<file path="config.mk">
export PLATFORM = sky130hd
export DESIGN_NAME = json_token_scanner
export DESIGN_NICKNAME = d
export VERILOG_FILES = /design/src/rtl/core/jts_pkg.sv /design/src/rtl/core/jts_front.sv /design/src/rtl/core/jts_queue.sv /design/src/rtl/core/jts_back.sv /design/src/rtl/core/json_token_scanner.sv
export SDC_FILE = /design/constraint.sdc
export NUM_CORES = 1
export LEC_CHECK = 0
export ABC_AREA = 1
export BUFFER_PORTS_ARGS = -buffer_cell sky130_fd_sc_hd__clkbuf_2
export CAP_MARGIN = 5
export CORE_MARGIN = 3
export CORE_UTILIZATION = 45
export CTS_CLUSTER_SIZE = 25
export DETAILED_ROUTE_END_ITERATION = 10
export PLACE_DENSITY_LB_ADDON = 0.1
export SLEW_MARGIN = 40
export SYNTH_ARGS = -nofsm -noshare
export SYNTH_HDL_FRONTEND = slang
export SYNTH_SLANG_ARGS = --single-unit
</file>
<file path="constraint.sdc">
create_clock -name clk -period 3.7 [get_ports clk]
set_input_delay 0.37 -clock clk [delete_from_list [all_inputs] [get_ports clk]]
set_output_delay 0.37 -clock clk [all_outputs]
set_load 0.005 [all_outputs]
</file>
<file path="src/rtl/core/jts_pkg.sv">
// Shared types, character constants and decode functions of the JSON token scanner.
`default_nettype none

package jts_pkg;

    // Default depth of the queue of result groups between the front and back parts.
    localparam int QUEUE_DEPTH = 4;

    // Largest number of result words one text byte can cause.
    localparam int MAX_RESULTS = 3;

    // Character codes used by the lexer.
    localparam logic [7:0] CH_SPACE     = 8'h20;
    localparam logic [7:0] CH_TAB       = 8'h09;
    localparam logic [7:0] CH_CR        = 8'h0D;
    localparam logic [7:0] CH_LF        = 8'h0A;
    localparam logic [7:0] CH_BS        = 8'h08;
    localparam logic [7:0] CH_FF        = 8'h0C;
    localparam logic [7:0] CH_DQUOTE    = 8'h22;
    localparam logic [7:0] CH_BACKSLASH = 8'h5C;
    localparam logic [7:0] CH_SLASH     = 8'h2F;
    localparam logic [7:0] CH_LOWER_N   = 8'h6E;
    localparam logic [7:0] CH_LOWER_R   = 8'h72;
    localparam logic [7:0] CH_LOWER_B   = 8'h62;
    localparam logic [7:0] CH_LOWER_T   = 8'h74;
    localparam logic [7:0] CH_LOWER_F   = 8'h66;
    localparam logic [7:0] CH_LOWER_U   = 8'h75;

    // Number of hex digits that follow a \u escape.
    localparam logic [2:0] HEX_DIGITS = 3'd4;

    // One result word as delivered on the output channel (without the last flag).
    typedef struct packed {
        logic [7:0] data;
        logic       byte_valid;
        logic       token_end;
        logic       token_single;
        logic       token_quoted;
        logic       stream_end;
    } res_t;

    // All result words caused by one text byte; cnt is 0 to 3.
    typedef struct packed {
        logic [1:0] cnt;
        res_t [MAX_RESULTS-1:0] res;
    } cmd_t;

    // Queue status seen by both sides.
    typedef struct packed {
        logic empty;
        logic full;
    } q_status_t;

    // Whitespace outside quotes.
    function automatic logic is_space(input logic [7:0] c);
        return (c == CH_SPACE) || (c == CH_TAB) || (c == CH_CR) || (c == CH_LF);
    endfunction

    // Punctuation characters that form a token of their own.
    function automatic logic is_single(input logic [7:0] c);
        logic r;
        unique case (c)
            8'h3D, 8'h3A, 8'h5B, 8'h5D, 8'h7B, 8'h7D, 8'h28, 8'h29,
            8'h2A, 8'h26, 8'h25, 8'h23, 8'h21, 8'h40, 8'h2C, 8'h27: r = 1'b1;
            default: r = 1'b0;
        endcase
        return r;
    endfunction

    // Value of a hex digit; any other character counts as zero.
    function automatic logic [3:0] hex_value(input logic [7:0] c);
        logic [7:0] d;
        d = 8'h00;
        priority if (c >= 8'h30 && c <= 8'h39) d = c - 8'h30;
        else if (c >= 8'h61 && c <= 8'h66) d = c - 8'h57;
        else if (c >= 8'h41 && c <= 8'h46) d = c - 8'h37;
        else d = 8'h00;
        return d[3:0];
    endfunction

    // A result word that carries one token character.
    function automatic res_t data_res(input logic [7:0] c);
        res_t r;
        r = '0;
        r.data       = c;
        r.byte_valid = 1'b1;
        return r;
    endfunction

    // A result word that closes the open token without a character.
    function automatic res_t close_res(input logic quoted);
        res_t r;
        r = '0;
        r.token_end    = 1'b1;
        r.token_quoted = quoted;
        return r;
    endfunction

endpackage

`default_nettype wire

</file>
<file path="src/rtl/core/jts_front.sv">
// Front part: accepts text bytes, tracks lexer state and builds the result words of each byte.
`default_nettype none

module jts_front
    import jts_pkg::*;
(
    input  wire logic       clk,
    input  wire logic       rst_n,
    input  wire logic       accept,
    input  wire logic [7:0] text_byte,
    input  wire logic       end_of_input,
    output logic            push,
    output cmd_t            cmd
);

    logic        in_quotes_reg,  in_quotes_next;
    logic        escape_reg,     escape_next;
    logic [2:0]  hex_left_reg,   hex_left_next;
    logic [15:0] code_point_reg, code_point_next;
    logic        tok_open_reg,   tok_open_next;
    logic        has_bytes_reg,  has_bytes_next;
    logic        saw_quote_reg,  saw_quote_next;

    logic [15:0] cp_shift;

    // Code point with the current byte shifted in as the next hex digit.
    assign cp_shift = {code_point_reg[11:0], hex_value(text_byte)};

    // Next state and the result words of the current byte.
    always_comb
    begin
        in_quotes_next  = in_quotes_reg;
        escape_next     = escape_reg;
        hex_left_next   = hex_left_reg;
        code_point_next = code_point_reg;
        tok_open_next   = tok_open_reg;
        has_bytes_next  = has_bytes_reg;
        saw_quote_next  = saw_quote_reg;
        cmd             = '0;

        if (end_of_input)
        begin
            cmd.cnt = 2'd1;
            if (has_bytes_reg)
            begin
                cmd.res[0] = close_res(saw_quote_reg);
            end
            else
            begin
                cmd.res[0].stream_end = 1'b1;
            end
            in_quotes_next  = 1'b0;
            escape_next     = 1'b0;
            hex_left_next   = '0;
            code_point_next = '0;
            tok_open_next   = 1'b0;
            has_bytes_next  = 1'b0;
            saw_quote_next  = 1'b0;
        end
        else if (in_quotes_reg)
        begin
            if (hex_left_reg != 3'd0)
            begin
                code_point_next = cp_shift;
                hex_left_next   = hex_left_reg - 3'd1;
                if (hex_left_reg == 3'd1)
                begin
                    // Last hex digit: emit the code point as UTF-8.
                    tok_open_next  = 1'b1;
                    has_bytes_next = 1'b1;
                    if (cp_shift < 16'h0080)
                    begin
                        cmd.cnt    = 2'd1;
                        cmd.res[0] = data_res(cp_shift[7:0]);
                    end
                    else if (cp_shift < 16'h0800)
                    begin
                        cmd.cnt    = 2'd2;
                        cmd.res[0] = data_res({3'b110, cp_shift[10:6]});
                        cmd.res[1] = data_res({2'b10, cp_shift[5:0]});
                    end
                    else
                    begin
                        cmd.cnt    = 2'd3;
                        cmd.res[0] = data_res({4'b1110, cp_shift[15:12]});
                        cmd.res[1] = data_res({2'b10, cp_shift[11:6]});
                        cmd.res[2] = data_res({2'b10, cp_shift[5:0]});
                    end
                end
            end
            else if (escape_reg)
            begin
                escape_next = 1'b0;
                priority case (text_byte)
                    CH_BACKSLASH, CH_SLASH, CH_DQUOTE:
                    begin
                        cmd.cnt        = 2'd1;
                        cmd.res[0]     = data_res(text_byte);
                        tok_open_next  = 1'b1;
                        has_bytes_next = 1'b1;
                    end
                    CH_LOWER_N:
                    begin
                        cmd.cnt        = 2'd1;
                        cmd.res[0]     = data_res(CH_LF);
                        tok_open_next  = 1'b1;
                        has_bytes_next = 1'b1;
                    end
                    CH_LOWER_R:
                    begin
                        cmd.cnt        = 2'd1;
                        cmd.res[0]     = data_res(CH_CR);
                        tok_open_next  = 1'b1;
                        has_bytes_next = 1'b1;
                    end
                    CH_LOWER_B:
                    begin
                        cmd.cnt        = 2'd1;
                        cmd.res[0]     = data_res(CH_BS);
                        tok_open_next  = 1'b1;
                        has_bytes_next = 1'b1;
                    end
                    CH_LOWER_T:
                    begin
                        cmd.cnt        = 2'd1;
                        cmd.res[0]     = data_res(CH_TAB);
                        tok_open_next  = 1'b1;
                        has_bytes_next = 1'b1;
                    end
                    CH_LOWER_F:
                    begin
                        cmd.cnt        = 2'd1;
                        cmd.res[0]     = data_res(CH_FF);
                        tok_open_next  = 1'b1;
                        has_bytes_next = 1'b1;
                    end
                    CH_LOWER_U:
                    begin
                        hex_left_next   = HEX_DIGITS;
                        code_point_next = '0;
                    end
                    default:
                    begin
                        // An unknown escape character is dropped.
                        cmd.cnt = 2'd0;
                    end
                endcase
            end
            else if (text_byte == CH_DQUOTE)
            begin
                cmd.cnt        = 2'd1;
                cmd.res[0]     = close_res(saw_quote_reg);
                in_quotes_next = 1'b0;
                tok_open_next  = 1'b0;
                has_bytes_next = 1'b0;
                saw_quote_next = 1'b0;
            end
            else if (text_byte == CH_BACKSLASH)
            begin
                escape_next = 1'b1;
            end
            else
            begin
                cmd.cnt        = 2'd1;
                cmd.res[0]     = data_res(text_byte);
                tok_open_next  = 1'b1;
                has_bytes_next = 1'b1;
            end
        end
        else if (is_space(text_byte))
        begin
            if (tok_open_reg)
            begin
                cmd.cnt        = 2'd1;
                cmd.res[0]     = close_res(saw_quote_reg);
                tok_open_next  = 1'b0;
                has_bytes_next = 1'b0;
                saw_quote_next = 1'b0;
            end
        end
        else if (text_byte == CH_DQUOTE)
        begin
            in_quotes_next = 1'b1;
            saw_quote_next = 1'b1;
            tok_open_next  = 1'b1;
        end
        else if (is_single(text_byte))
        begin
            // Close an open token first, then the punctuation token itself.
            if (tok_open_reg)
            begin
                cmd.cnt    = 2'd2;
                cmd.res[0] = close_res(saw_quote_reg);
                cmd.res[1] = data_res(text_byte);
                cmd.res[1].token_end    = 1'b1;
                cmd.res[1].token_single = 1'b1;
            end
            else
            begin
                cmd.cnt    = 2'd1;
                cmd.res[0] = data_res(text_byte);
                cmd.res[0].token_end    = 1'b1;
                cmd.res[0].token_single = 1'b1;
            end
            tok_open_next  = 1'b0;
            has_bytes_next = 1'b0;
            saw_quote_next = 1'b0;
        end
        else
        begin
            cmd.cnt        = 2'd1;
            cmd.res[0]     = data_res(text_byte);
            tok_open_next  = 1'b1;
            has_bytes_next = 1'b1;
        end
    end

    // Only bytes that cause results enter the queue.
    assign push = accept && (cmd.cnt != 2'd0);

    // Lexer state registers.
    always_ff @(posedge clk or negedge rst_n)
    begin
        if (!rst_n)
        begin
            in_quotes_reg  <= 1'b0;
            escape_reg     <= 1'b0;
            hex_left_reg   <= '0;
            code_point_reg <= '0;
            tok_open_reg   <= 1'b0;
            has_bytes_reg  <= 1'b0;
            saw_quote_reg  <= 1'b0;
        end
        else if (accept)
        begin
            in_quotes_reg  <= in_quotes_next;
            escape_reg     <= escape_next;
            hex_left_reg   <= hex_left_next;
            code_point_reg <= code_point_next;
            tok_open_reg   <= tok_open_next;
            has_bytes_reg  <= has_bytes_next;
            saw_quote_reg  <= saw_quote_next;
        end
    end

endmodule

`default_nettype wire

</file>
<file path="src/rtl/core/jts_queue.sv">
// Short queue of result groups between the front and back parts.
`default_nettype none

module jts_queue
    import jts_pkg::*;
#(
    parameter int Depth = QUEUE_DEPTH
)
(
    input  wire logic clk,
    input  wire logic rst_n,
    input  wire logic push,
    input  wire cmd_t push_cmd,
    input  wire logic pop,
    output cmd_t      head_cmd,
    output q_status_t status
);

    localparam int PtrW = (Depth > 1) ? $clog2(Depth) : 1;
    localparam int CntW = $clog2(Depth + 1);

    cmd_t            mem [Depth];
    logic [PtrW-1:0] wr_ptr_reg, wr_ptr_next;
    logic [PtrW-1:0] rd_ptr_reg, rd_ptr_next;
    logic [CntW-1:0] count_reg,  count_next;

    // Pointer and fill count updates.
    always_comb
    begin
        wr_ptr_next = wr_ptr_reg;
        rd_ptr_next = rd_ptr_reg;
        count_next  = count_reg;
        if (push)
        begin
            wr_ptr_next = (wr_ptr_reg == PtrW'(Depth - 1)) ? '0 : wr_ptr_reg + 1'b1;
        end
        if (pop)
        begin
            rd_ptr_next = (rd_ptr_reg == PtrW'(Depth - 1)) ? '0 : rd_ptr_reg + 1'b1;
        end
        unique case ({push, pop})
            2'b10:   count_next = count_reg + 1'b1;
            2'b01:   count_next = count_reg - 1'b1;
            default: count_next = count_reg;
        endcase
    end

    always_ff @(posedge clk or negedge rst_n)
    begin
        if (!rst_n)
        begin
            wr_ptr_reg <= '0;
            rd_ptr_reg <= '0;
            count_reg  <= '0;
        end
        else
        begin
            wr_ptr_reg <= wr_ptr_next;
            rd_ptr_reg <= rd_ptr_next;
            count_reg  <= count_next;
        end
    end

    // Entry storage; payload needs no reset.
    always_ff @(posedge clk)
    begin
        if (push)
        begin
            mem[wr_ptr_reg] <= push_cmd;
        end
    end

    assign head_cmd     = mem[rd_ptr_reg];
    assign status.empty = (count_reg == '0);
    assign status.full  = (count_reg == CntW'(Depth));

endmodule

`default_nettype wire

</file>
<file path="src/rtl/core/jts_back.sv">
// Back part: walks the result words of each queued group into the output register.
`default_nettype none

module jts_back
    import jts_pkg::*;
(
    input  wire logic      clk,
    input  wire logic      rst_n,
    input  wire cmd_t      head_cmd,
    input  wire q_status_t status,
    output logic           pop,
    input  wire logic      token_stall,
    output logic           token_valid,
    output res_t           res_out,
    output logic           last
);

    logic [1:0] idx_reg,   idx_next;
    logic       valid_reg, valid_next;
    res_t       res_reg;
    logic       last_reg;
    logic       load;
    logic       is_last;

    // The output register takes a new word from a non-empty queue when empty or when its word is taken.
    assign load    = (!valid_reg || !token_stall) && !status.empty;
    assign is_last = (idx_reg == (head_cmd.cnt - 2'd1));
    assign pop     = load && is_last;

    always_comb
    begin
        idx_next   = idx_reg;
        valid_next = valid_reg;
        if (load)
        begin
            valid_next = 1'b1;
            idx_next   = is_last ? 2'd0 : idx_reg + 2'd1;
        end
        else if (!token_stall)
        begin
            valid_next = 1'b0;
        end
    end

    always_ff @(posedge clk or negedge rst_n)
    begin
        if (!rst_n)
        begin
            idx_reg   <= '0;
            valid_reg <= 1'b0;
        end
        else
        begin
            idx_reg   <= idx_next;
            valid_reg <= valid_next;
        end
    end

    // Output word payload.
    always_ff @(posedge clk)
    begin
        if (load)
        begin
            res_reg  <= head_cmd.res[idx_reg];
            last_reg <= is_last;
        end
    end

    assign token_valid = valid_reg;
    assign res_out     = res_reg;
    assign last        = last_reg;

endmodule

`default_nettype wire

</file>
<file path="src/rtl/core/json_token_scanner.sv">
// The first result word of an accepted text byte is written into a queue entry and then loaded
// into the output register, from which it can be taken.
// Throughput: one text byte per cycle while the queue has room; the back part sends one
// result word per cycle while token_stall is low, so a byte's words leave one after another.
// The queue depth (QueueDepth entries) sets how long the front runs ahead of a stalled output.
// Reset (rst_n low, asynchronous) clears the lexer state, the queue and the output valid flag.
`default_nettype none

module json_token_scanner
    import jts_pkg::*;
#(
    parameter int QueueDepth = QUEUE_DEPTH
)
(
    input  wire logic       clk,
    input  wire logic       rst_n,
    input  wire logic       text_valid,
    output logic            text_stall,
    input  wire logic [7:0] text_byte,
    input  wire logic       end_of_input,
    output logic            token_valid,
    input  wire logic       token_stall,
    output logic [7:0]      out_byte,
    output logic            byte_valid,
    output logic            token_end,
    output logic            token_single,
    output logic            token_quoted,
    output logic            stream_end,
    output logic            last
);

    logic      accept;
    logic      push;
    logic      pop;
    cmd_t      push_cmd;
    cmd_t      head_cmd;
    q_status_t status;
    res_t      res_out;

    // A byte is taken whenever the queue has a free entry.
    assign text_stall = status.full;
    assign accept     = text_valid && !text_stall;

    jts_front u_front (
        .clk          (clk),
        .rst_n        (rst_n),
        .accept       (accept),
        .text_byte    (text_byte),
        .end_of_input (end_of_input),
        .push         (push),
        .cmd          (push_cmd)
    );

    jts_queue #(
        .Depth (QueueDepth)
    ) u_queue (
        .clk      (clk),
        .rst_n    (rst_n),
        .push     (push),
        .push_cmd (push_cmd),
        .pop      (pop),
        .head_cmd (head_cmd),
        .status   (status)
    );

    jts_back u_back (
        .clk         (clk),
        .rst_n       (rst_n),
        .head_cmd    (head_cmd),
        .status      (status),
        .pop         (pop),
        .token_stall (token_stall),
        .token_valid (token_valid),
        .res_out     (res_out),
        .last        (last)
    );

    // Output word fields.
    assign out_byte     = res_out.data;
    assign byte_valid   = res_out.byte_valid;
    assign token_end    = res_out.token_end;
    assign token_single = res_out.token_single;
    assign token_quoted = res_out.token_quoted;
    assign stream_end   = res_out.stream_end;

endmodule

`default_nettype wire
</file>
Yosys cells after proc, flatten, opt, wreduce, memory -nomap -nowiden:

Memories as Yosys holds them, arrays and structs flattened.
Cells that the tools add are included.

* register bits after elaboration: 44
* bits in writable memories: 164
* input port bits: 13
* output and inout port bits: 16
* word-level logic and storage cells: 225
* memories kept: 1

* $add $sub $neg: 10
* $lt $le $gt $ge: 9
* equal/unequal tests: 46
* muxes and demuxes: 109
* reductions and logical operators: 31

Memories
* u_queue.mem: depth 4, width 41, read ports 1, clocked after Yosys merged registers in 0, write ports 1, RTL line jts_queue.sv:22 `cmd_t mem [Depth];`

Operator list (count)
* $mux 26: 10
* $mux 13: 15
* $eq 8x6->1 const B: 14
* $eq 8x7->1 const B: 12
* $pmux 13 s6: 1
* $mux 12: 5
* $mux 1: 51
* $mux 41: 1
* $bmux 13 s2: 1
* $mux 2: 13
* $eq 8x4->1 const B: 3
* $mux 24: 1
* $mux 3: 6
* $ge 8x7->1 const B: 2
* $le 8x7->1 const B: 2
* $lt 16x12->1 const B: 1
* $lt 16x8->1 const B: 1
* $mux 4: 4
* $reduce_or 16->1: 1
* $reduce_and 6->1: 2
* $ne 3x3->1 const B: 3
* $reduce_bool 3->1: 3
* $ge 8x6->1 const B: 1
* $le 8x6->1 const B: 1
* 30 further kinds: 51

Logic depth before layout (Yosys ltp):

Gate-level depths: netlist (run 1).

* depth in word-level cells: 21
* depth in mapped cells: 18
* gate-level depth less buffers: 18

Hierarchy:

Synthesis (run 1) repeated with hierarchy kept, for this count alone.

* cells, all modules: 1029
* area, all modules: 10271.1 um^2

Modules (own cells, without submodules)
* jts_queue: instances 1, cells each 533, area each 6993.0 um^2, sequential area each 5099.9 um^2
* jts_front: instances 1, cells each 391, area each 2327.2 um^2, sequential area each 500.5 um^2
* jts_back: instances 1, cells each 103, area each 940.9 um^2, sequential area each 495.5 um^2
* json_token_scanner: instances 1, cells each 2, area each 10.0 um^2, sequential area each 0.0 um^2

Worst setup path after synthesis (run 1):

No wires, ideal clock.

* path type: input-to-reg
* start point: input text_byte[0]
* end point: memory u_queue.mem[0][0] (netlist bit) (enable)
* setup time: 0.419 ns
* data arrival time: 2.810 ns
* required time: 3.281 ns
* setup slack: 0.471 ns
* stages on the path: 13
* path buffers: 0
* path through: inv_1 -> ha_1 -> nand3_1 -> inv_1 -> nand2_2 -> nor2_1 -> nand2_1 -> nand2_1 -> nor2_1 -> nand2_2 -> nor2_4 -> inv_4 -> nor2_1

* cells in the longest elaborated chain, start to end: 16
* elaborated cells between the ends (all ways): 72
* classes of those cells: add/sub (3); order compare (8); eq/ne (28); mux (23); reduce/logical (10)

RTL lines
* start, declared: RTL line json_token_scanner.sv:19 `input wire logic [7:0] text_byte,`
* $ge 8x7->1, or another cell as far along: RTL line jts_pkg.sv:76 `else if (c >= 8'h41 && c <= 8'h46) d = c - 8'h37;`
* $logic_and 1x1->1 or $reduce_or 16->1 (tied branches): RTL line jts_pkg.sv:76, jts_pkg.sv:62
* $mux 4 or $mux 1 (tied branches): RTL line jts_pkg.sv:76, jts_pkg.sv:62
* $mux 4 or $mux 1 (tied branches): RTL line jts_pkg.sv:75, jts_front.sv:181
* $mux 4 or $mux 1 (tied branches): RTL line jts_pkg.sv:74, jts_front.sv:170
* $lt 16x12->1 or $mux 1 (tied branches): RTL line jts_front.sv:76, jts_front.sv:60
* $mux 1, on equally long branches: RTL line jts_front.sv:76, jts_front.sv:41
* $mux 2, on equally long branches: RTL line jts_front.sv:71, jts_front.sv:187
* $mux 41 or $mux 2 (tied branches): RTL line jts_front.sv:66, jts_front.sv:181
* $mux 2, on equally long branches: RTL line jts_front.sv:62, jts_front.sv:170
* $mux 2 *: RTL line jts_front.sv:60 `else if (in_quotes_reg)`
* $mux 2 *: RTL line jts_front.sv:41 `if (end_of_input)`
* $reduce_bool 2->1 *: RTL line jts_front.sv:219 `assign push = accept && (cmd.cnt != 2'd0);`
* $logic_and 1x1->1 *: RTL line jts_front.sv:219
* $mux 1 *: RTL line jts_queue.sv:67 `if (push)`
* $mux 1 (not written as such) *: RTL line jts_queue.sv:69 `mem[wr_ptr_reg] <= push_cmd;`
* end, declared: RTL line jts_queue.sv:22

Every way passes the cells marked *; elsewhere a longest branch is shown, timed or not. The select of a mux whose other input is x is not followed.

Final worst setup path (run 1):

* start point: register u_queue.rd_ptr_reg[0]
* end point: register u_queue.count_reg[2]

* cells in the longest elaborated chain, start to end: 6
* elaborated cells between the ends (all ways): 8
* classes of those cells: add/sub (1); eq/ne (3); mux (1); reduce/logical (2); memory (1)

RTL lines
* start, declared: RTL line jts_queue.sv:24 `logic [PtrW-1:0] rd_ptr_reg, rd_ptr_next;`
* start signal, assigned: RTL line jts_queue.sv:59 `rd_ptr_reg <= rd_ptr_next;`
* $mem_v2 4x41 *
* $sub 2x1->2 *: RTL line jts_back.sv:27 `assign is_last = (idx_reg == (head_cmd.cnt - 2'd1));`
* $eq 2x2->1 *: RTL line jts_back.sv:27
* $logic_and 1x1->1 *: RTL line jts_back.sv:28 `assign pop = load && is_last;`
* net pop: RTL line json_token_scanner.sv:34 `logic pop;`
* $eq 2x1->1 or $eq 2x2->1 (tied branches): RTL line jts_queue.sv:41 `unique case ({push, pop})`
* $pmux 3 s2 or $reduce_bool 2->1 (tied branches)
* end signal, assigned: RTL line jts_queue.sv:60 `count_reg <= count_next;`
* end, declared: RTL line jts_queue.sv:25 `logic [CntW-1:0] count_reg, count_next;`

Mark *: on every way through the listed nets, which the timed path passes. The rest lies on a longest branch.
A chain may end at the register's enable or synchronous reset.

==> qor.yml, run 1 <==
portBuffers: 28
regArea_um2: 4896
drc_errors: 0
worstMarginPinSlew_ns: 0.7460
yosysMostFrequentCell: "nand2_1"
drtPass1Iterations: 5
post_drt_wl_per_cell_um: 19.35
ios: 29
p_comb_share_pct: 34.6
worstSetupEndpointType: "flip-flop"
cts_tree: "yes"
ys_ff_latch: 168
path_buf_inv: 3
status: "finished clean"
dp_hpwl_um: 14970
numCtsBuffers: 17
dpl.cell_count: 1075
synth_flop_cell: "edfxtp_1"
fin_crit_sh_pct: 79.06
hold_class: "in -> reg"
die-area_um2: 19950
p_per_area_nw_per_um2: 747.5
hold_viol_final: 0
cp_slowest_cell: "dfrtp_2"
synth_common_cells: "nand2_1 (152), edfxtp_1 (138), nor2_1 (129)"
pwr-share-seq_pct: 40.3
ant_nets: 0
cp.depth: 15
yosys.area.top_type: "edfxtp_1"
grt_use_met3_pct: 4.613
htreeDepth: 4
async_flop_share_pct: 17.86
fmax_mhz: 341.8
yosys_warnings: 0
synth_area_per_cell_um2: 9.808
switching_share_pct: 38.41
die_y_um: 141.2
finalCriticalPeriod_ns: 2.925
instances_no_fill: 1108
regToRegStartpoint: "u_queue.rd_ptr_reg[0]"
synth_area_leaders: "edfxtp_1 (50%), dfrtp_1 (9.1%), nand2_1 (6.9%)"
num_rows: 48
arrival_ns: 3.22
drt-vias-per-instance: 5.542
p_leak_nw: 3.664
wl_um: 21440
ir_worst_vdd_mv: 0.4711
switchingPower_mw: 2.647
dieWidth_um: 141.2
cap_violations: 0
drt_iter0_drc: 431
slew_headroom_pct: 50.09
clock_sinks: 168
multiInputGateArea_um2: 2897
total_power_mw: 6.891
yosysTopAreaCellShare_pct: 50.36
path_delay_family: "simple AND/OR/NAND/NOR gates"
busiest_layer: "met2"
largest_register_ffs: 124
cts_root_buf: "clkbuf_16"
areaGrowthSynthToFinish_pct: 12.03
synthCells: 839
slew_violations: 0
path_cells: "buf_4 -> nand2_1 -> nand3_1 -> nand2_1 -> xor2_1 -> inv_1 -> nand2_1 -> nand2_1 -> nor2_2 -> ha_1 -> inv_1 -> fa_1 -> a21oi_1 -> o21ai_0 -> xor2_1"
grt_use_total_pct: 22.11
synth_seq_area_share_pct: 59.48
gr-usage-met1_pct: 29.72
crit-reg2reg-capture: "u_queue.count_reg[2]"
crit_top_cell: "nand2_1"
cts.clk_slew.worst_paths_ns: 0.08
cts_buffer_depth: 2
post_cts_resized: 0
grt_first_pass_wirelength_um: 33960
p_int_mw: 4.244
hold_path_startpoint: "token_stall"
tns_ns: 0
endpoint: "u_queue.count_reg[2]"
crit_start: "u_queue.rd_ptr_reg[0]"
holdPathStages: 3
worst_ep_required_time_ns: 4.00
clockPowerShare_pct: 25.1
grt_max_degree: 32
nNetsFinal: 897
crit_type: "reg -> reg"
skew_ns: 0.01230
synth.cell_area_um2: 8229
drive_gt1_share_pct: 16.19
coreArea_um2: 17600
gp_congestion: 0.9793
fill_cells: 1608
initial_utilization_pct: 46.76
report.final.setup_viol: 0
critPathMaxStageDelay_ns: 0.51
grt_pass1_vias: 6112
antenna_found_initial: 0
r2r_slack_ns: 0.77
rsz0062_at_grt: "no"
grtUsageMet2_pct: 35.64
clock_latency_ns: 0.42
ys_types: 41
cp_max_fo: 31
synth-edff-count: 138
diodes: 0
crit_path_start_kind: "flip-flop"
syn_nets: 866
vias: 6140
reg2reg_depth: 15
grt.overflow.total: 0
cell usage in the layout, fill, tap and decap left out, drive strengths merged, types with 2 or more instances in the layout:
| cell type | Yosys | layout |
|---|---|---|
| xor2 | 2 | 2 |
| clkbuf | 18 | 46 |
| a21oi | 20 | 20 |
| clkinv | 2 | 10 |
| nor3 | 4 | 4 |
| ha | 13 | 13 |
| o2111ai | 3 | 3 |
| buf | 13 | 14 |
| nand3b | 3 | 3 |
| inv | 71 | 76 |
| dfrtp | 30 | 30 |
| nor2 | 145 | 145 |
| nand4 | 9 | 9 |
| o211ai | 4 | 4 |
| nand3 | 52 | 52 |
| nand2 | 169 | 169 |
| o21ai | 92 | 92 |
| o22ai | 40 | 40 |
| a31oi | 3 | 3 |
| edfxtp | 138 | 138 |
worst min path at each step:
stage                                end
2_1_floorplan          u_back.idx_reg[0]
3_3_place_gp       u_front.saw_quote_reg
3_5_place_dp   u_front.code_point_reg[8]
4_1_cts               u_back.token_valid
5_1_grt               u_back.token_valid
6_report              u_back.token_valid
cell type report:
type / count / share of cell area, %
clock buffer: 18 / 4.764
clock inverter: 14 / 1.724
inverter: 73 / 3.135
multi-input combinational: 567 / 31.42
sequential: 168 / 53.11
tap: 225 / 3.054
timing repair buffer: 43 / 2.796
routing by layer:
layer / share of wire, % / wire length, um
met5: 0 / 0
met4: 3.0 / 649
met3: 4.7 / 1002
met2: 47 / 10150
met1: 45 / 9636
cells by family (layout without fill, tap and decap cells):
kind of cell	after synthesis	count (layout)	synth area share, %
flip-flops	168	168	59.48
adder cells (fa/ha/maj)	14	14	2.220
buffers and inverters	104	148	5.565
XOR/XNOR	3	3	0.3194
AND/OR/NAND/NOR	383	383	20.92
AO/OA/AOI/OAI	167	167	11.49
worst register-to-register path, delay by kind of cell (launching register included):
family	cells	cell delay (ns)
XOR/XNOR	2	0.32
AND/OR/NAND/NOR	6	0.63
flip-flops	1	0.51
adder cells (fa/ha/maj)	2	0.59
AO/OA/AOI/OAI	2	0.27
buffers and inverters	3	0.50
repair_timing:
item                                    CTS  global route
setup buffers                             0             0
endpoints found under the setup margin    0             0
hold endpoints to repair                 30             0
hold buffers                              1             0
through the flow:
stage               setup slack, ns  instance area (um2)  util [%]  hold WS [ns]
floorplan                    0.4707                 8229         -       0.07441
global placement             0.6876                 8606     48.91        0.4632
detailed placement           0.6257                 8608     48.92        0.3910
CTS                          0.7871                 9216     52.37        0.1716
global route                 0.4974                 9219     52.39        0.1968
finish                       0.7747                 9219     52.39        0.1861
power by group through the flow:
stage          clock (mW)  combinational [mW]  sequential, mW
2_1_floorplan           0                1.63            2.77
3_3_place_gp            0                2.37            2.81
3_5_place_dp            0                2.41            2.82
4_1_cts              1.76                2.41            2.78
5_1_grt              1.84                2.68            2.83
6_report             1.73                2.38            2.78
Note: power is estimated with default switching activity, not from simulation.
==> run 2, diff against run 1 <==
Clock period 3.7 ns to 2.7 ns, I/O delays scaled along.
==> run 2 against run 1 <==
  * Total power up 37%
  * Largest cell class unchanged
  * Global-route usage up 0.17 points
  * Highest routed layer unchanged
  * Count of clock-buffer cells in the layout up 1
  * First-iteration DRC count down 18%
  * Combinational power up 43%
  * Clock skew up 0.0027 ns
  * Register-to-register slack worse by 0.58 ns
  * Die area unchanged
  * Setup slack worse by 0.58 ns
  * Critical path depth unchanged
  * Sequential power up 36%
  * Largest power group unchanged
==> qor.yml, run 2 (same netlist as run 1, synthesis figures left out) <==
slew_headroom_pct: 49.47  # was 50.09%
cp_max_fo: 8  # was 31
initial_utilization_pct: 46.76  # unchanged
hold_class: "in -> reg"  # unchanged
regArea_um2: 4896  # unchanged
areaGrowthSynthToFinish_pct: 14.05  # was 12.03%
layout.cells.most_common_list: "nand2_1 (152), edfxtp_1 (138), nor2_1 (124)"  # unchanged
vias: 6204  # was 6140
crit_top_cell: "nand2_1"  # unchanged
drc_errors: 0  # unchanged
r2r_slack_ns: 0.20  # was 0.77 ns
ir_worst_vdd_mv: 0.8609  # was 0.4711 mV
grt_pass1_vias: 6193  # was 6112
grt_max_degree: 59  # was 32
worst_ep_required_time_ns: 3.01  # was 4.00 ns
nNetsFinal: 918  # was 897
ant_nets: 0  # unchanged
drt_iter0_drc: 354  # was 431
fin_crit_sh_pct: 92.67  # was 79.06%
grt_first_pass_wirelength_um: 34170  # was 33960 um
die-area_um2: 19950  # unchanged
report.final.setup_viol: 0  # unchanged
slew_violations: 0  # unchanged
skew_ns: 0.01502  # was 0.01230 ns
post_drt_wl_per_cell_um: 18.82  # was 19.35 um
pre_cts_ws_ns: 0.02287  # was 0.6257 ns
grtUsageMet2_pct: 35.74  # was 35.64%
rsz0062_at_grt: "no"  # unchanged
busiest_layer: "met2"  # unchanged
postCtsSetupRepairBufs: 0  # unchanged
antenna_found_initial: 0  # unchanged
p_leak_nw: 3.753  # was 3.664 nW
dpl.cell_count: 1096  # was 1075
die_y_um: 141.2  # unchanged
fmax_mhz: 399.7  # was 341.8 MHz
instances_no_fill: 1129  # was 1108
drive_gt1_share_pct: 17.92  # was 16.19%
dpl_cell_area_um2: 8813  # was 8608 um2
arrival_ns: 2.81  # was 3.22 ns
cts.clk_slew.worst_paths_ns: 0.07  # was 0.08 ns
status: "finished clean"  # unchanged
cts_root_buf: "clkbuf_16"  # unchanged
grt_use_total_pct: 22.28  # was 22.11%
num_rows: 48  # unchanged
cts_buffer_depth: 2  # unchanged
drtPass1Iterations: 4  # was 5
stdcell_area_um2: 9385  # was 9219 um2
clock_sinks: 168  # unchanged
gr-usage-met1_pct: 31.32  # was 29.72%
fill_cells: 1603  # was 1608
largest_register_ffs: 124  # unchanged
cp_slowest_cell: "dfrtp_2"  # unchanged
grt_use_met3_pct: 4.003  # was 4.613%
grt.overflow.total: 0  # unchanged
multiInputGateArea_um2: 2902  # was 2897 um2
critPathMaxStageDelay_ns: 0.48  # was 0.51 ns
path_buf_inv: 3  # unchanged
crit-reg2reg-capture: "u_queue.count_reg[2]"  # unchanged
wl_um: 21240  # was 21440 um
regToRegStartpoint: "u_queue.rd_ptr_reg[0]"  # unchanged
hold_viol_final: 0  # unchanged
portBuffers: 28  # unchanged
gp_congestion: 0.8729  # was 0.9793
crit_type: "reg -> reg"  # unchanged
mostFrequentLayoutCell: "nand2_1"  # unchanged
path_delay_family: "simple AND/OR/NAND/NOR gates"  # unchanged
htreeDepth: 4  # unchanged
numCtsBuffers: 17  # unchanged
clock_latency_ns: 0.43  # was 0.42 ns
worstMarginPinSlew_ns: 0.7580  # was 0.7460 ns
dp_hpwl_um: 14560  # was 14970 um
crit_start: "u_queue.rd_ptr_reg[0]"  # unchanged
reg2reg_depth: 15  # unchanged
ios: 29  # unchanged
cap_violations: 0  # unchanged
setup_ws_ns: 0.1980  # was 0.7747 ns
finalCriticalPeriod_ns: 2.502  # was 2.925 ns
crit_path_start_kind: "flip-flop"  # unchanged
cts_tree: "yes"  # unchanged
diodes: 0  # unchanged
tns_ns: 0  # unchanged
post-route-util_pct: 53.33  # was 52.39%
drt-vias-per-instance: 5.495  # was 5.542
p_per_area_nw_per_um2: 1009  # was 747.5 nW/um2
coreArea_um2: 17600  # unchanged
endpoint: "u_queue.count_reg[2]"  # unchanged
path_cells: "inv_4 -> nand2_1 -> nand3_1 -> nand2_1 -> xor2_1 -> inv_1 -> nand2_1 -> nand2_1 -> nor2_4 -> ha_1 -> inv_1 -> fa_1 -> a21oi_1 -> o21ai_0 -> xor2_1"  # was buf_4 -> nand2_1 -> nand3_1 -> nand2_1 -> xor2_1 -> inv_1 -> nand2_1 -> nand2_1 -> nor2_2 -> ha_1 -> inv_1 -> fa_1 -> a21oi_1 -> o21ai_0 -> xor2_1
worstSetupEndpointType: "flip-flop"  # unchanged
cp.depth: 15  # unchanged
dieWidth_um: 141.2  # unchanged
run 2: changes by cell type in the layout (fill, tap and decap cells not counted), sizes merged:
cell	change
buf	+22
clkinv	-4
clkinvlp	+3
bufinv	+1
inv	-1
run 2: tightest hold or removal path, stage by stage:
cell,delay (ns)
clkbuf_2,0.12
nand2_1,0.07
nand2_1,0.05
run 2: layout make-up:
class / count / area share (%)
flip-flops and latches: 168 / 52.17
multi-input cells: 567 / 30.92
repair buffers: 64 / 4.933
clock buffers: 19 / 4.613
inverters: 73 / 3.106
well taps: 225 / 3.000
clock inverters: 13 / 1.266
run 2: report_power, final:
part / switching (mW) / leakage [nW] / total, mW / internal, mW
sequential: 0.234 / 1.69 / 3.78 / 3.55
combinational: 2.30 / 1.81 / 3.41 / 1.11
clock: 1.00 / 0.261 / 2.28 / 1.28
total: 3.54 / 3.75 / 9.47 / 5.93
run 2: how the worst min path moves through the flow:
stage                 from                    end  slack [ns]  cells after the start
3_3_place_gp         rst_n   u_queue.count_reg[0]        0.40                      1
5_1_grt        token_stall     u_back.token_valid        0.14                      3
3_5_place_dp         rst_n  u_queue.wr_ptr_reg[0]        0.41                      1
6_report       token_stall     u_back.token_valid        0.12                      3
4_1_cts        token_stall     u_back.token_valid        0.09                      3
2_1_floorplan        rst_n      u_back.idx_reg[0]       -0.03                      0
run 2: what timing repair did:
item / CTS / global route
endpoints found under the setup margin: 0 / 1
hold buffers: 1 / 0
hold endpoints to repair: 30 / 0
resized for setup: 0 / 3
run 2: metrics by stage:
step | power (mW) | hold slack, ns
3_3_place_gp | 7.191 | 0.4017
3_5_place_dp | 7.248 | 0.4114
2_1_floorplan | 6.036 | -0.02559
6_report | 9.469 | 0.1182
5_1_grt | 10.14 | 0.1401
4_1_cts | 9.532 | 0.09011
run 2: per-layer routing:
metal  part of all wire (%)  wire length (um)  vias up
met5                      0                 0        -
met4                    1.7               359        0
met3                    4.1               864       20
met2                     48             10220      157
met1                     46              9798     3026
li1                       -                 -     3001
==> run 3, diff against run 2 <==
Settings changed: HOLD_SLACK_MARGIN set to 0.05.
Clock period 2.7 ns to 2.1 ns, I/O delays scaled along.
==> run 3 against run 2 <==
  * The flow now finishes with violations (negative setup slack)
  * Sequential cell count is the same
  * Combinational power up 63%
  * Total power grew 44%
  * Clock power grew 44%
  * Sequential share of layout area fell by 5.7 points
  * Global-route usage increased by 1.0 points
  * Non-clock buffer count is 108 higher
  * Design area is 12% higher
  * Count of clock-buffer cells in the layout decreased by 2
  * Final cell count is 9.6% higher
  * Wire length is 6.5% higher
  * Critical path depth unchanged
  * Critical path type unchanged
  * Largest cell class unchanged
  * Largest power group is now combinational logic
  * Highest routed layer unchanged
==> qor.yml, run 3 (same netlist as run 1, synthesis figures left out) <==
status: "finished with violations"  # was finished clean
violations: "negative setup slack"
num_rows: 48  # unchanged
mostFrequentLayoutCell: "nand2_1"  # unchanged
worstSetupEndpointType: "flip-flop"  # unchanged
critPathMaxStageDelay_ns: 0.44  # was 0.48 ns
rsz0062_at_grt: "yes"  # was no
hold_class: "in -> reg"  # unchanged
tns_ns: -3.723  # was 0 ns
cp_max_fo: 5  # was 8
p_leak_nw: 4.366  # was 3.753 nW
dp_hpwl_um: 15320  # was 14560 um
areaGrowthSynthToFinish_pct: 28.07  # was 14.05%
finalCriticalPeriod_ns: 2.253  # was 2.502 ns
cts_root_buf: "clkbuf_16"  # unchanged
die_y_um: 141.2  # unchanged
cts_buffer_depth: 2  # unchanged
fin_crit_sh_pct: 107.3  # was 92.67%
antenna_found_initial: 0  # unchanged
grt_max_degree: 59  # unchanged
pwr-share-seq_pct: 35.5  # was 40.0%
crit_path_start_kind: "flip-flop"  # unchanged
crit_type: "reg -> reg"  # unchanged
slew_violations: 0  # unchanged
switchingPower_mw: 4.915  # was 3.538 mW
diodes: 0  # unchanged
drive_gt1_share_pct: 29.55  # was 17.92%
whs_ns: 0.1972  # was 0.1182 ns
grt_pass1_vias: 6609  # was 6193
p_int_mw: 8.766  # was 5.931 mW
path_cells: "inv_2 -> nand2_1 -> nand3_2 -> nand2_2 -> xor2_2 -> inv_1 -> nand2_1 -> nand2_2 -> nor2_4 -> ha_4 -> inv_2 -> fa_2 -> a21oi_2 -> o21ai_1 -> xor2_1"  # was inv_4 -> nand2_1 -> nand3_1 -> nand2_1 -> xor2_1 -> inv_1 -> nand2_1 -> nand2_1 -> nor2_4 -> ha_1 -> inv_1 -> fa_1 -> a21oi_1 -> o21ai_0 -> xor2_1
p_per_area_nw_per_um2: 1298  # was 1009 nW/um2
initial_utilization_pct: 46.76  # unchanged
cap_violations: 0  # unchanged
slew_headroom_pct: 60.89  # was 49.47%
report.final.setup_viol: 56  # was 0
worst_ep_required_time_ns: 2.40  # was 3.01 ns
ant_nets: 0  # unchanged
drc_errors: 0  # unchanged
drt-vias-per-instance: 5.404  # was 5.495
post_drt_wl_per_cell_um: 18.28  # was 18.82 um
skew_ns: 0.009183  # was 0.01502 ns
p_comb_share_pct: 40.5  # was 36.0%
grt_use_total_pct: 23.28  # was 22.28%
drtPass1Iterations: 5  # was 4
cts_tree: "yes"  # unchanged
drt_iter0_drc: 522  # was 354
numCtsBuffers: 17  # unchanged
hold_viol_final: 0  # unchanged
fill_cells: 1510  # was 1603
die-area_um2: 19950  # unchanged
vias: 6685  # was 6204
total_power_mw: 13.68  # was 9.469 mW
clockPowerShare_pct: 24.0  # about the same
wl_um: 22620  # was 21240 um
clock_latency_ns: 0.42  # was 0.43 ns
pre_cts_ws_ns: -0.3309  # was 0.02287 ns
worstMarginPinSlew_ns: 0.5866  # was 0.7580 ns
clock_sinks: 168  # unchanged
arrival_ns: 2.55  # was 2.81 ns
ir_worst_vdd_mv: 0.7614  # was 0.8609 mV
cp_slowest_cell: "dfrtp_2"  # unchanged
fmax_mhz: 443.9  # was 399.7 MHz
layout.cells.most_common_list: "nand2_1 (149), edfxtp_1 (138), buf_4 (128)"  # was nand2_1 (152), edfxtp_1 (138), nor2_1 (124)
cts.clk_slew.worst_paths_ns: 0.07  # about the same
nNetsFinal: 1026  # was 918
grt_first_pass_wirelength_um: 35910  # was 34170 um
portBuffers: 28  # unchanged
switching_share_pct: 35.93  # was 37.36%
coreArea_um2: 17600  # unchanged
grt.overflow.total: 0  # unchanged
setup_ws_ns: -0.1527  # was 0.1980 ns
ios: 29  # unchanged
htreeDepth: 4  # unchanged
largest_register_ffs: 124  # unchanged
dieWidth_um: 141.2  # unchanged
gp_congestion: 0.9096  # was 0.8729
==> run 3: worst paths after layout <==
kind | start | endpoint | slack, ns | cells after the start
setup / recovery | u_queue.rd_ptr_reg[0] | u_queue.count_reg[2] | -0.15 | 15
hold / removal | end_of_input | u_front.hex_left_reg[2] | 0.20 | 3
setup reg to reg | u_queue.rd_ptr_reg[0] | u_queue.count_reg[2] | -0.15 | 15
hold reg to reg | u_front.saw_quote_reg | u_front.saw_quote_reg | 0.50 | 2
max in group asynchronous | rst_n | u_queue.rd_ptr_reg[0] | 1.46 | 2
min in group asynchronous | rst_n | u_back.idx_reg[1] | 0.29 | 2
==> run 3: area by class of cell <==
class / instances / area (um2) / share of cell area, %
inverters: 73 / 294.0 / 2.790
clock buffers: 17 / 425.4 / 4.037
flip-flops and latches: 168 / 4896 / 46.46
clock inverters: 15 / 197.7 / 1.876
well taps: 225 / 281.5 / 2.671
multi-input cells: 567 / 3048 / 28.92
repair buffers: 172 / 1396 / 13.25
==> run 3: worst max-delay path: cells and delay by family (launching register included) <==
kind / cells / cell delay, ns
compound gates: 2 / 0.19
xor+xnor: 2 / 0.31
fa+ha+maj: 2 / 0.48
buf+inv: 3 / 0.20
flops: 1 / 0.44
simple gates: 6 / 0.52
==> run 3: repair_timing <==
item | CTS | global route
resized for setup | 9 | 27
gates cloned | 3 | 2
hold buffers | 2 | 0
hold endpoints to repair | 31 | 0
pin swaps | 3 | 12
setup endpoints to repair | 125 | 168
setup buffers | 9 | 6
==> run 3: through the flow <==
step	instance area [um2]	std cells	util [%]
global placement	9533	1183	54.17
global route	10540	1237	59.89
detailed placement	9533	1183	54.17
floorplan	8313	839	-
finish	10540	1237	59.89
CTS	10360	1229	58.90
==> run 3: layer usage <==
metal / share of wire (%) / up-vias / track usage, %
li1: - / 3232 / -
met1: 45 / 3227 / 32.22
met2: 49 / 199 / 38.27
met3: 4.9 / 27 / 3.460
met4: 1.5 / 0 / 6.884
met5: 0 / - / 0
==> run 3: power by group through the flow <==
| stage | Sequential [mW] | Combinational, mW | Clock (mW) |
|---|---|---|---|
| after global placement | 4.88 | 4.89 | 0 |
| after global routing | 4.92 | 6.15 | 3.50 |
| final | 4.85 | 5.55 | 3.28 |
| after floorplan | 4.86 | 3.03 | 0 |
| after CTS | 4.85 | 5.39 | 3.33 |
| after detailed placement | 4.92 | 5.00 | 0 |
